## src/hdl/mscc_pkg.sv

```systemverilog
// ----------------------------------------------------------------------------
// mscc_pkg
// Types, widths and edge selection shared by the contour endpoint block.
// ----------------------------------------------------------------------------
package mscc_pkg;

    localparam int CORNER_W  = 16;
    localparam int BIAS_W    = 13;
    localparam int SUM_W     = CORNER_W + 1;
    localparam int IDX_W     = 12;
    localparam int FRAC_BITS = 12;
    localparam int FRAC_W    = FRAC_BITS + 1;
    localparam int NUM_W     = CORNER_W;
    localparam int DEN_W     = SUM_W;

    localparam logic [FRAC_W-1:0] FRAC_ONE  = FRAC_W'(1) << FRAC_BITS;
    localparam logic [FRAC_W-1:0] FRAC_ZERO = '0;

    localparam int CELL_QUEUE_DEPTH  = 4;
    localparam int POINT_QUEUE_DEPTH = 32;

    typedef enum logic [1:0] {
        EDGE_LEFT,
        EDGE_BOTTOM,
        EDGE_RIGHT,
        EDGE_TOP
    } edge_t;

    typedef struct packed {
        logic signed [CORNER_W-1:0] corner_bottom_left;
        logic signed [CORNER_W-1:0] corner_bottom_right;
        logic signed [CORNER_W-1:0] corner_top_left;
        logic signed [CORNER_W-1:0] corner_top_right;
        logic signed [IDX_W-1:0]    cell_column;
        logic signed [IDX_W-1:0]    cell_row;
    } grid_cell_t;

    typedef struct packed {
        logic signed [IDX_W-1:0] point_column;
        logic signed [IDX_W-1:0] point_row;
        logic [FRAC_W-1:0]       offset_x;
        logic [FRAC_W-1:0]       offset_y;
        logic                    last_point;
    } contour_point_t;

    // biased corners plus crossed-edge mask, bit index = edge_t
    typedef struct packed {
        logic signed [IDX_W-1:0] column;
        logic signed [IDX_W-1:0] row;
        logic [3:0]              crossed;
        logic signed [SUM_W-1:0] bl;
        logic signed [SUM_W-1:0] br;
        logic signed [SUM_W-1:0] tl;
        logic signed [SUM_W-1:0] tr;
    } cell_rec_t;

    typedef struct packed {
        logic signed [IDX_W-1:0] column;
        logic signed [IDX_W-1:0] row;
        edge_t                   side;
        logic                    last;
    } div_tag_t;

    // Endpoint order: ascending edge order, except the top/left pair which
    // starts at the top; saddles visit every edge in ascending order.
    function automatic edge_t edge_sel(input logic [3:0] crossed, input logic [1:0] idx);
        edge_t lo;
        edge_t hi;
        edge_t first;
        edge_t second;
        edge_t sel;
        lo = EDGE_TOP;
        if (crossed[EDGE_RIGHT])
            lo = EDGE_RIGHT;
        if (crossed[EDGE_BOTTOM])
            lo = EDGE_BOTTOM;
        if (crossed[EDGE_LEFT])
            lo = EDGE_LEFT;
        hi = EDGE_LEFT;
        if (crossed[EDGE_BOTTOM])
            hi = EDGE_BOTTOM;
        if (crossed[EDGE_RIGHT])
            hi = EDGE_RIGHT;
        if (crossed[EDGE_TOP])
            hi = EDGE_TOP;
        if (crossed[EDGE_LEFT] && crossed[EDGE_TOP])
        begin
            first  = EDGE_TOP;
            second = EDGE_LEFT;
        end
        else
        begin
            first  = lo;
            second = hi;
        end
        if (&crossed)
            sel = edge_t'(idx);
        else
            sel = idx[0] ? second : first;
        return sel;
    endfunction

endpackage

```

## src/hdl/marching_squares_cell_contour.sv

```systemverilog
// Path: a cell passes the cell queue, the issue registers, the divider stages and
// the point queue; the other endpoints follow one per cycle while queue space allows.
// Throughput: the divider pipeline takes one endpoint per cycle while the point queue
// has credit; cells with no crossing are dropped at the input and never queued.
// Reset: queues empty, divider drained, iso_offset cleared to 0.
// ----------------------------------------------------------------------------
// marching_squares_cell_contour
// Marching-squares contour endpoints per grid cell with linear interpolation.
// ----------------------------------------------------------------------------
module marching_squares_cell_contour
    import mscc_pkg::*;
#(
    parameter int CELL_DEPTH  = CELL_QUEUE_DEPTH,
    parameter int POINT_DEPTH = POINT_QUEUE_DEPTH
)
(
    input  logic                     clk,
    input  logic                     rst_n,
    input  logic                     cfg_valid,
    output logic                     cfg_ready,
    input  logic signed [BIAS_W-1:0] cfg_data,
    input  logic                     push,
    output logic                     full,
    input  grid_cell_t               grid_cell,
    output logic                     empty,
    input  logic                     pop,
    output contour_point_t           contour_point
);

    logic           cell_full;
    logic           cell_push;
    cell_rec_t      cell_rec;
    cell_rec_t      cell_head;
    logic           cell_empty;
    logic           cell_pop;
    logic           res_valid;
    contour_point_t res_point;
    logic           point_full;
    logic           point_pop;

    assign point_pop = pop && !empty;

    mscc_front u_front (
        .clk       (clk),
        .rst_n     (rst_n),
        .cfg_valid (cfg_valid),
        .cfg_ready (cfg_ready),
        .cfg_data  (cfg_data),
        .push      (push),
        .full      (full),
        .grid_cell (grid_cell),
        .cell_full (cell_full),
        .cell_push (cell_push),
        .cell_rec  (cell_rec)
    );

    mscc_fifo #(
        .DATA_W ($bits(cell_rec_t)),
        .DEPTH  (CELL_DEPTH)
    ) u_cell_queue (
        .clk      (clk),
        .rst_n    (rst_n),
        .push     (cell_push),
        .data_in  (cell_rec),
        .full     (cell_full),
        .pop      (cell_pop),
        .data_out (cell_head),
        .empty    (cell_empty)
    );

    mscc_back #(
        .OUT_DEPTH (POINT_DEPTH)
    ) u_back (
        .clk        (clk),
        .rst_n      (rst_n),
        .cell_head  (cell_head),
        .cell_empty (cell_empty),
        .cell_pop   (cell_pop),
        .point_pop  (point_pop),
        .res_valid  (res_valid),
        .res_point  (res_point)
    );

    mscc_fifo #(
        .DATA_W ($bits(contour_point_t)),
        .DEPTH  (POINT_DEPTH)
    ) u_point_queue (
        .clk      (clk),
        .rst_n    (rst_n),
        .push     (res_valid),
        .data_in  (res_point),
        .full     (point_full),
        .pop      (pop),
        .data_out (contour_point),
        .empty    (empty)
    );

    a_no_overflow: assert property (@(posedge clk) disable iff (!rst_n)
        !(res_valid && point_full))
        else $error("result dropped at full point queue");

endmodule

```

## src/hdl/mscc_fifo.sv

```systemverilog
// ----------------------------------------------------------------------------
// mscc_fifo
// Register-file queue with show-ahead read; DEPTH must be a power of two.
// ----------------------------------------------------------------------------
module mscc_fifo
    import mscc_pkg::*;
#(
    parameter int DATA_W = 8,
    parameter int DEPTH  = 4
)
(
    input  logic              clk,
    input  logic              rst_n,
    input  logic              push,
    input  logic [DATA_W-1:0] data_in,
    output logic              full,
    input  logic              pop,
    output logic [DATA_W-1:0] data_out,
    output logic              empty
);

    localparam int AW = $clog2(DEPTH);

    logic [DATA_W-1:0] mem_reg [DEPTH];
    logic [AW:0]       wr_ptr_reg;
    logic [AW:0]       rd_ptr_reg;
    logic [AW:0]       wr_ptr_next;
    logic [AW:0]       rd_ptr_next;
    logic              do_push;
    logic              do_pop;

    assign empty    = (wr_ptr_reg == rd_ptr_reg);
    assign full     = (wr_ptr_reg[AW] != rd_ptr_reg[AW]) &&
                      (wr_ptr_reg[AW-1:0] == rd_ptr_reg[AW-1:0]);
    assign do_push  = push && !full;
    assign do_pop   = pop && !empty;
    assign data_out = mem_reg[rd_ptr_reg[AW-1:0]];

    assign wr_ptr_next = wr_ptr_reg + (AW+1)'(do_push);
    assign rd_ptr_next = rd_ptr_reg + (AW+1)'(do_pop);

    always_ff @(posedge clk or negedge rst_n)
    begin
        if (!rst_n)
        begin
            wr_ptr_reg <= '0;
            rd_ptr_reg <= '0;
        end
        else
        begin
            wr_ptr_reg <= wr_ptr_next;
            rd_ptr_reg <= rd_ptr_next;
        end
    end

    always_ff @(posedge clk)
    begin
        if (do_push)
            mem_reg[wr_ptr_reg[AW-1:0]] <= data_in;
    end

endmodule

```

## src/hdl/mscc_front.sv

```systemverilog
// ----------------------------------------------------------------------------
// mscc_front
// Holds the iso offset, biases the corners and classifies the cell.
// ----------------------------------------------------------------------------
module mscc_front
    import mscc_pkg::*;
(
    input  logic                     clk,
    input  logic                     rst_n,
    input  logic                     cfg_valid,
    output logic                     cfg_ready,
    input  logic signed [BIAS_W-1:0] cfg_data,
    input  logic                     push,
    output logic                     full,
    input  grid_cell_t               grid_cell,
    input  logic                     cell_full,
    output logic                     cell_push,
    output cell_rec_t                cell_rec
);

    logic signed [BIAS_W-1:0] iso_offset_reg;
    logic signed [SUM_W-1:0]  bias;
    logic [3:0]               sign_ok;

    assign cfg_ready = 1'b1;
    assign full      = cell_full;

    always_ff @(posedge clk or negedge rst_n)
    begin
        if (!rst_n)
            iso_offset_reg <= '0;
        else if (cfg_valid && cfg_ready)
            iso_offset_reg <= cfg_data;
    end

    assign bias = SUM_W'(iso_offset_reg);

    always_comb
    begin
        cell_rec.column = grid_cell.cell_column;
        cell_rec.row    = grid_cell.cell_row;
        cell_rec.bl     = SUM_W'(grid_cell.corner_bottom_left) + bias;
        cell_rec.br     = SUM_W'(grid_cell.corner_bottom_right) + bias;
        cell_rec.tl     = SUM_W'(grid_cell.corner_top_left) + bias;
        cell_rec.tr     = SUM_W'(grid_cell.corner_top_right) + bias;
        sign_ok = {!cell_rec.bl[SUM_W-1], !cell_rec.br[SUM_W-1],
                   !cell_rec.tl[SUM_W-1], !cell_rec.tr[SUM_W-1]};
        cell_rec.crossed[EDGE_LEFT]   = sign_ok[3] ^ sign_ok[1];
        cell_rec.crossed[EDGE_BOTTOM] = sign_ok[3] ^ sign_ok[2];
        cell_rec.crossed[EDGE_RIGHT]  = sign_ok[2] ^ sign_ok[0];
        cell_rec.crossed[EDGE_TOP]    = sign_ok[1] ^ sign_ok[0];
    end

    // cells without a crossing are dropped here
    assign cell_push = push && !cell_full && (cell_rec.crossed != 4'b0000);

endmodule

```

## src/hdl/mscc_divider.sv

```systemverilog
// ----------------------------------------------------------------------------
// mscc_divider
// Pipelined restoring divider, one quotient bit per stage, giving the
// rounded zero-crossing fraction num*4096/den clamped to 0..4096.
// ----------------------------------------------------------------------------
module mscc_divider
    import mscc_pkg::*;
(
    input  logic              clk,
    input  logic              rst_n,
    input  logic              in_valid,
    input  logic [NUM_W-1:0]  in_num,
    input  logic [DEN_W-1:0]  in_den,
    input  div_tag_t          in_tag,
    output logic              out_valid,
    output logic [FRAC_W-1:0] out_quo,
    output div_tag_t          out_tag
);

    localparam int STEPS = FRAC_W;
    localparam int NW    = NUM_W + FRAC_BITS + 1;

    logic [STEPS:0]      valid_reg;
    logic [DEN_W-1:0]    rem_reg  [STEPS+1];
    logic [FRAC_W-1:0]   low_reg  [STEPS+1];
    logic [FRAC_W-1:0]   quo_reg  [STEPS+1];
    logic [DEN_W-1:0]    den_reg  [STEPS+1];
    div_tag_t            tag_reg  [STEPS+1];

    logic [DEN_W:0]      trial    [STEPS];
    logic                ge       [STEPS];
    logic [DEN_W-1:0]    rem_next [STEPS];

    logic [NW-1:0]       dividend;

    assign dividend = {1'b0, in_num, FRAC_BITS'(0)} + NW'(in_den >> 1);

    always_ff @(posedge clk or negedge rst_n)
    begin
        if (!rst_n)
            valid_reg <= '0;
        else
            valid_reg <= {valid_reg[STEPS-1:0], in_valid};
    end

    always_ff @(posedge clk)
    begin
        if (in_valid)
        begin
            rem_reg[0] <= DEN_W'(dividend[NW-1:FRAC_W]);
            low_reg[0] <= dividend[FRAC_W-1:0];
            quo_reg[0] <= '0;
            den_reg[0] <= in_den;
            tag_reg[0] <= in_tag;
        end
    end

    for (genvar k = 0; k < STEPS; k++)
    begin : g_step
        always_comb
        begin
            trial[k]    = {rem_reg[k], low_reg[k][FRAC_W-1]};
            ge[k]       = trial[k] >= {1'b0, den_reg[k]};
            rem_next[k] = ge[k] ? DEN_W'(trial[k] - {1'b0, den_reg[k]})
                                : DEN_W'(trial[k]);
        end

        always_ff @(posedge clk)
        begin
            if (valid_reg[k])
            begin
                rem_reg[k+1] <= rem_next[k];
                low_reg[k+1] <= {low_reg[k][FRAC_W-2:0], 1'b0};
                quo_reg[k+1] <= {quo_reg[k][FRAC_W-2:0], ge[k]};
                den_reg[k+1] <= den_reg[k];
                tag_reg[k+1] <= tag_reg[k];
            end
        end
    end

    always_comb
    begin
        if (den_reg[STEPS] == '0)
            out_quo = FRAC_ZERO;
        else if (quo_reg[STEPS] > FRAC_ONE)
            out_quo = FRAC_ONE;
        else
            out_quo = quo_reg[STEPS];
    end

    assign out_valid = valid_reg[STEPS];
    assign out_tag   = tag_reg[STEPS];

    // numerator never exceeds the denominator on a crossed edge
    a_quo_range: assert property (@(posedge clk) disable iff (!rst_n)
        (out_valid && den_reg[STEPS] != '0) |-> quo_reg[STEPS] <= FRAC_ONE)
        else $error("quotient above one");

endmodule

```

## src/hdl/mscc_back.sv

```systemverilog
// ----------------------------------------------------------------------------
// mscc_back
// Walks the crossed edges of the head cell, one endpoint per cycle, feeds
// the divider and builds the result points; credit-limited by queue space.
// ----------------------------------------------------------------------------
module mscc_back
    import mscc_pkg::*;
#(
    parameter int OUT_DEPTH = POINT_QUEUE_DEPTH
)
(
    input  logic           clk,
    input  logic           rst_n,
    input  cell_rec_t      cell_head,
    input  logic           cell_empty,
    output logic           cell_pop,
    input  logic           point_pop,
    output logic           res_valid,
    output contour_point_t res_point
);

    localparam int PEND_W = $clog2(OUT_DEPTH + 1);

    logic [1:0]              pt_idx_reg;
    logic [1:0]              pt_idx_next;
    logic [PEND_W-1:0]       pending_reg;
    logic [PEND_W-1:0]       pending_next;
    logic                    iss_valid_reg;
    logic [NUM_W-1:0]        iss_num_reg;
    logic [DEN_W-1:0]        iss_den_reg;
    div_tag_t                iss_tag_reg;

    logic                    issue;
    logic                    last;
    edge_t                   side;
    logic signed [SUM_W-1:0] op_a;
    logic signed [SUM_W-1:0] op_b;
    logic [SUM_W-1:0]        a_mag;
    logic [SUM_W:0]          diff;
    logic [SUM_W:0]          d_mag;
    div_tag_t                tag;

    logic                    div_valid;
    logic [FRAC_W-1:0]       div_quo;
    div_tag_t                div_tag;

    assign side  = edge_sel(cell_head.crossed, pt_idx_reg);
    assign last  = (&cell_head.crossed) ? (pt_idx_reg == 2'd3) : (pt_idx_reg == 2'd1);
    assign issue = !cell_empty && (pending_reg < PEND_W'(OUT_DEPTH));
    assign cell_pop = issue && last;

    always_comb
    begin
        case (side)
            EDGE_LEFT:
            begin
                op_a = cell_head.bl;
                op_b = cell_head.tl;
            end
            EDGE_BOTTOM:
            begin
                op_a = cell_head.bl;
                op_b = cell_head.br;
            end
            EDGE_RIGHT:
            begin
                op_a = cell_head.br;
                op_b = cell_head.tr;
            end
            default:
            begin
                op_a = cell_head.tl;
                op_b = cell_head.tr;
            end
        endcase
        a_mag = op_a[SUM_W-1] ? (~op_a + 1'b1) : op_a;
        diff  = {op_a[SUM_W-1], op_a} - {op_b[SUM_W-1], op_b};
        d_mag = diff[SUM_W] ? (~diff + 1'b1) : diff;
        tag.column = cell_head.column;
        tag.row    = cell_head.row;
        tag.side   = side;
        tag.last   = last;
    end

    assign pt_idx_next  = issue ? (last ? 2'd0 : pt_idx_reg + 2'd1) : pt_idx_reg;
    assign pending_next = pending_reg + PEND_W'(issue) - PEND_W'(point_pop);

    always_ff @(posedge clk or negedge rst_n)
    begin
        if (!rst_n)
        begin
            pt_idx_reg    <= '0;
            pending_reg   <= '0;
            iss_valid_reg <= 1'b0;
        end
        else
        begin
            pt_idx_reg    <= pt_idx_next;
            pending_reg   <= pending_next;
            iss_valid_reg <= issue;
        end
    end

    always_ff @(posedge clk)
    begin
        if (issue)
        begin
            iss_num_reg <= a_mag[NUM_W-1:0];
            iss_den_reg <= d_mag[DEN_W-1:0];
            iss_tag_reg <= tag;
        end
    end

    mscc_divider u_divider (
        .clk       (clk),
        .rst_n     (rst_n),
        .in_valid  (iss_valid_reg),
        .in_num    (iss_num_reg),
        .in_den    (iss_den_reg),
        .in_tag    (iss_tag_reg),
        .out_valid (div_valid),
        .out_quo   (div_quo),
        .out_tag   (div_tag)
    );

    always_comb
    begin
        res_point.point_column = div_tag.column;
        res_point.point_row    = div_tag.row;
        res_point.last_point   = div_tag.last;
        case (div_tag.side)
            EDGE_LEFT:
            begin
                res_point.offset_x = FRAC_ZERO;
                res_point.offset_y = div_quo;
            end
            EDGE_BOTTOM:
            begin
                res_point.offset_x = div_quo;
                res_point.offset_y = FRAC_ZERO;
            end
            EDGE_RIGHT:
            begin
                res_point.offset_x = FRAC_ONE;
                res_point.offset_y = div_quo;
            end
            default:
            begin
                res_point.offset_x = div_quo;
                res_point.offset_y = FRAC_ONE;
            end
        endcase
    end

    assign res_valid = div_valid;

    a_credit_bound: assert property (@(posedge clk) disable iff (!rst_n)
        pending_reg <= PEND_W'(OUT_DEPTH))
        else $error("more endpoints in flight than queue space");

endmodule

```

## config.mk

```make
export PLATFORM = sky130hd
export DESIGN_NAME = marching_squares_cell_contour
export DESIGN_NICKNAME = d
export VERILOG_FILES = /design/src/hdl/mscc_pkg.sv /design/src/hdl/marching_squares_cell_contour.sv /design/src/hdl/mscc_fifo.sv /design/src/hdl/mscc_front.sv /design/src/hdl/mscc_divider.sv /design/src/hdl/mscc_back.sv
export SDC_FILE = /design/constraint.sdc
export NUM_CORES = 2
export LEC_CHECK = 0
export ABC_AREA = 0
export BUFFER_PORTS_ARGS = -buffer_cell sky130_fd_sc_hd__buf_2
export CORE_MARGIN = 3
export CORE_UTILIZATION = 63
export CTS_CLUSTER_DIAMETER = 200
export CTS_CLUSTER_SIZE = 24
export DETAILED_ROUTE_END_ITERATION = 16
export PLACE_DENSITY = 0.82
export SETUP_SLACK_MARGIN = 0.15
export SLEW_MARGIN = 20
export SYNTH_ARGS = -nofsm -noshare
export SYNTH_HDL_FRONTEND = slang
export SYNTH_SLANG_ARGS = --single-unit
```

## constraint.sdc

```tcl
create_clock -name clk -period 11.6 [get_ports clk]
set_clock_uncertainty 0.15 [all_clocks]
set_input_delay 1.16 -clock clk [delete_from_list [all_inputs] [get_ports clk]]
set_output_delay 1.16 -clock clk [all_outputs]
set_load 0.005 [all_outputs]
```

-- Word level (Yosys, flattened, before mapping)
Memory sizes are Yosys's and may differ from the RTL's.
Cells that the tools add are included.
- reductions and logical operators: 25
- add/subtract/negate cells: 28
- multiplexer cells: 64
- $lt $le $gt $ge: 15
- bitwise logic cells: 6
- eq/ne operators: 12
- operator list (kind ; number):
    17-bit 2-to-1 mux ; 14
    18-bit by 17-bit >= comparator with 1-bit output ; 13
    17-bit subtractor ; 13
    26-bit case mux with 3 select lines ; 1
    16-bit by 13-bit adder with 17-bit output ; 4
    17-bit case mux with 2 select lines ; 2
    1-bit 2-to-1 mux ; 35
    28-bit by 16-bit adder with 29-bit output ; 1
    13-bit 2-to-1 mux ; 2
    6-bit by 1-bit adder with 6-bit output ; 3
    2-bit 2-to-1 mux ; 9
    17-bit by 17-bit subtractor with 18-bit output ; 1
    17-bit by 1-bit adder with 17-bit output, second input constant ; 1
    17-bit logical NOT ; 1
    17-bit inverter ; 1
    16-bit by 1-bit adder with 16-bit output, second input constant ; 1
    16-bit 2-to-1 mux ; 1
    16-bit inverter ; 1
    13-bit > comparator, second input constant ; 1
    1-bit logical AND ; 11
    1-bit logical NOT ; 8
    3-bit by 1-bit adder with 3-bit output ; 2
    2-bit by 1-bit equality test with 1-bit output, second input constant ; 3
    2-bit equality test, second input constant ; 3
    13 further kinds ; 18
- output and inout port bits: 54
- word-level logic and storage cells: 172
- bits in writable memories: 3234
- bits in registers: 114
- memories kept: 7
- memories (name ; words ; width ; read ports ; clocked after Yosys merged registers in ; write ports ; line ; text):
    u_point_queue.mem_reg ; 32 ; 51 ; 1 ; 0 ; 1 ; mscc_fifo.sv:24 ; logic [DATA_W-1:0] mem_reg [DEPTH];
    u_cell_queue.mem_reg ; 4 ; 96 ; 1 ; 0 ; 1 ; mscc_fifo.sv:24 ;
    u_back.u_divider.tag_reg ; 14 ; 27 ; 14 ; 0 ; 14 ; mscc_divider.sv:28 ; div_tag_t tag_reg [STEPS+1];
    u_back.u_divider.den_reg ; 14 ; 17 ; 14 ; 0 ; 14 ; mscc_divider.sv:27 ; logic [DEN_W-1:0] den_reg [STEPS+1];
    u_back.u_divider.rem_reg ; 14 ; 17 ; 13 ; 0 ; 14 ; mscc_divider.sv:24 ; logic [DEN_W-1:0] rem_reg [STEPS+1];
    u_back.u_divider.low_reg ; 14 ; 13 ; 13 ; 0 ; 14 ; mscc_divider.sv:25 ; logic [FRAC_W-1:0] low_reg [STEPS+1];
    +1 memories ; -- ; -- ; -- ; -- ; -- ; -- ;

-- Depth between registers and ports, before layout
An unclocked memory read counts as a cell.
- depth in word-level cells: 14
- depth in mapped cells: 24
- mapped depth without buffers: 18

-- By module
Synthesis repeated with hierarchy kept, for this count alone.
- cells, all modules: 7472
- area, all modules: 128240.5 um^2
- by module, submodules not included (module ; area each (um^2) ; instances ; cells each):
    mscc_fifo (u_point_queue) ; 62570.0 ; 1 ; 2885
    mscc_divider ; 42271.8 ; 1 ; 3012
    mscc_fifo (u_cell_queue) ; 14204.9 ; 1 ; 533
    mscc_back ; 5591.6 ; 1 ; 615
    mscc_front ; 3588.4 ; 1 ; 426
    marching_squares_cell_contour ; 13.8 ; 1 ; 1

-- Worst setup path before layout
No wires, ideal clock.
- kind: input to register
- start point: input grid_cell[56] in the netlist's numbering
- end point: memory u_cell_queue.mem_reg[0][0] in the netlist's numbering, enable pin
- library setup time: 0.693 ns
- cell stages on the path: 13
- arrival time: 10.440 ns
- required time: 10.757 ns
- setup slack: 0.317 ns
- path through: ha_1 -> inv_1 -> fa_1 -> nor2b_1 -> o21ai_0 -> a21boi_0 -> o21ai_0 -> a21oi_1 -> o2111ai_1 -> a311oi_1 -> a21oi_1 -> and3_1 -> a211oi_1
- RTL lines (item ; line ; text):
    start: declaration ; marching_squares_cell_contour.sv:24 ; input grid_cell_t grid_cell,
    end: declaration ; mscc_fifo.sv:24 ;

==> results.ini <==
[outcome]
status=completed

[yosys]
syn-cell-area_um2=125000
synth-seq-cells=3058
syn_nets=7000
yosysWarnings=0
yosysTopAreaCellShare_pct=72.1
ys_types=88
async_reset_ff_share_pct=1.77
synth_top_area_cell=edfxtp_1
synth_edf_count=3004
netlist_instances=6553
synth-seq-area-share_pct=73.2
synthTopCellsByArea=edfxtp_1 72%, mux4_2 11%, ha_1 3.2%
syn_avg_cell_area_um2=19.1
synthFlopType=edfxtp_1

[floorplanning]
start_util_pct=63.8
die_h_um=452
core_area_um2=196000
chipWidth_um=452
io_pins=160
fp.dieArea_um2=204000
row_count=162

[worst_setup_path]
crit_path_start=u_point_queue.rd_ptr_reg[1]
worstSetupPathType=reg -> out
crit_fanout=167
critPathRequiredTime_ns=10.29
critPathCaptureType=output pin
arrival_ns=5.76
r2r_slack_ns=4.69
reg2reg_depth=18
reg2reg_from=u_cell_queue.rd_ptr_reg[0]
reg2reg_to=u_back.iss_den_reg[16]
start_kind=flop

[cts]
cts_hold_buf=0
cts_buffer_depth=3
clock_latency_ns=0.83
numCtsBuffers=145
post_cts_buffers=0
cts_resized=0
root_buffer=clkbuf_16
clk_pin_slew_worst_paths_ns=0.10
cts.sinks=3058
h-tree-depth=4
cts_tree=built

[global_routing]
grt_start_max_net_pins=168
antenna_found_initial=12
grt_pass1_wl_um=424000
grt_pass1_vias=64047
grt_usage_pct=28.4
grt_overflow=0

[drt]
drt_iter0_drc=7778
wire_per_inst_um=30.5
vias_per_cell=6.67
drc_errors=0
postRouteAntennaNets=0
dr.pass1.iters=6
vias=63034
finalWirelength_um=288000

[final_layout]
drive_gt1_share_pct=19.5
layout_commonest_cell=edfxtp_1
nets=7219
largest_reg_flops=1632
final_cell_mix=3,004 x edfxtp_1, 606 x mux4_2, 322 x inv_1, 322 x ha_1, 200 x a21oi_1
area_delta_synth_final_pct=6.89

[timing]
setup_viol=0
fin_setup_tns_ns=0
grt_setup_unrepaired=false
layout_min_cycle_time_ns=7.07
finalHoldViolations=0
setup_ws_ns=4.53
maxSlewViolCount=0
final.period_utilization_pct=60.9
worst_pin_slew_ns=1.14
relSlewSlack_pct=23.5
fmax_ghz=0.141

[placement]
placement.io_buffers=158
routabilityCongestion=0.879
dp_slack_ns=4.67
dp_hpwl_um=165000

[min_path]
hold_path.class=in -> async

[power_and_ir_drop]
pwr_density_cell_nw_per_um2=314
vdd_ir_drop_max_mv=0.319
power_leakage_nw=45.0

[flow_run]
maxCapViolCount=0

==> cells by family after synthesis <==
group | count (synthesis) | synth area share, %
other | 1 | 0.00300
buffers and inverters | 520 | 1.60
DFF | 3058 | 73.2
muxes | 850 | 13.1
and+or+nand+nor | 795 | 3.09
adders and majority gates | 341 | 3.52
xor gates and xnor gates | 284 | 1.99
AOI/OAI and AO/OA | 704 | 3.54
==> area by class of cell <==
cell class / instances / area [um2]
Antenna cell: 4 / 10.0
Clock buffer: 181 / 3850
Clock inverter: 11 / 151
Fill cell: 11759 / 62500
Inverter: 324 / 1220
Multi-Input combinational cell: 2975 / 31900
Sequential cell: 3058 / 91600
Tap cell: 2624 / 3280
Timing Repair Buffer: 268 / 1700
==> worst max-delay path: stages (launching register included) <==
cell and delay (ns):
dfrtp_4 0.59, buf_4 0.79, buf_4 0.97, buf_12 0.75
mux4_2 0.47, mux4_2 0.51, mux2_2 0.35, buf_2 0.15
==> layer usage <==
| metal | routed length [um] | GRT usage, % | up-vias | share of wire (%) |
|---|---|---|---|---|
| met1 | 99700 | 35.9 | 32386 | 35 |
| li1 | - | - | 26423 | - |
| met3 | 23000 | 4.15 | 680 | 8.0 |
| met2 | 153000 | 50.3 | 3535 | 53 |
| met4 | 12500 | 10.4 | 10 | 4.3 |
| met5 | 67 | 0 | - | 0.023 |
==> report_power, final <==
group | leakage [nW] | switching [mW] | internal, mW | total (mW)
clock | 1.94 | 3.26 | 2.37 | 5.63
sequential | 28.5 | 1.86 | 16.9 | 18.7
combinational | 14.6 | 9.96 | 7.66 | 17.6
total | 45.0 | 15.1 | 26.9 | 42.0
==> cells in the mapped netlist, types with 68 or more instances <==
library cell / instances
o21ai_0: 169
mux2_2: 191
xnor2_1: 186
inv_1: 322
a21o_1: 68
xor2_1: 98
nor2_1: 221
edfxtp_1: 3004
clkbuf_1: 148
a21oi_1: 202
mux4_2: 606
nand2_1: 197
ha_1: 322
==> per-stage QoR <==
step                cell area [um2]  utilization, %  hold slack (ns)  instances  total power, mW
detailed placement           130000            66.1            0.255       9245             36.2
global placement             130000            66.1            0.250       9245             35.4
floorplan                    125000               -            0.250       6553             31.1
global route                 134000            68.2            0.280       9443             44.3
CTS                          134000            68.1            0.259       9437             42.0
finish                       134000            68.2            0.258       9445             42.0
==> worst max path at each step <==
| stage | end | cells after the start | slack, ns |
|---|---|---|---|
| floorplan | u_cell_queue.mem_reg[0][0] | 13 | 0.32 |
| global placement | u_back.iss_den_reg[16] | 18 | 4.72 |
| detailed placement | u_back.iss_den_reg[16] | 18 | 4.67 |
| CTS | contour_point[10] | 7 | 4.60 |
| global route | u_back.iss_den_reg[16] | 18 | 4.21 |
| finish | contour_point[10] | 7 | 4.53 |
No activity file was read; power rests on OpenSTA's default activity.
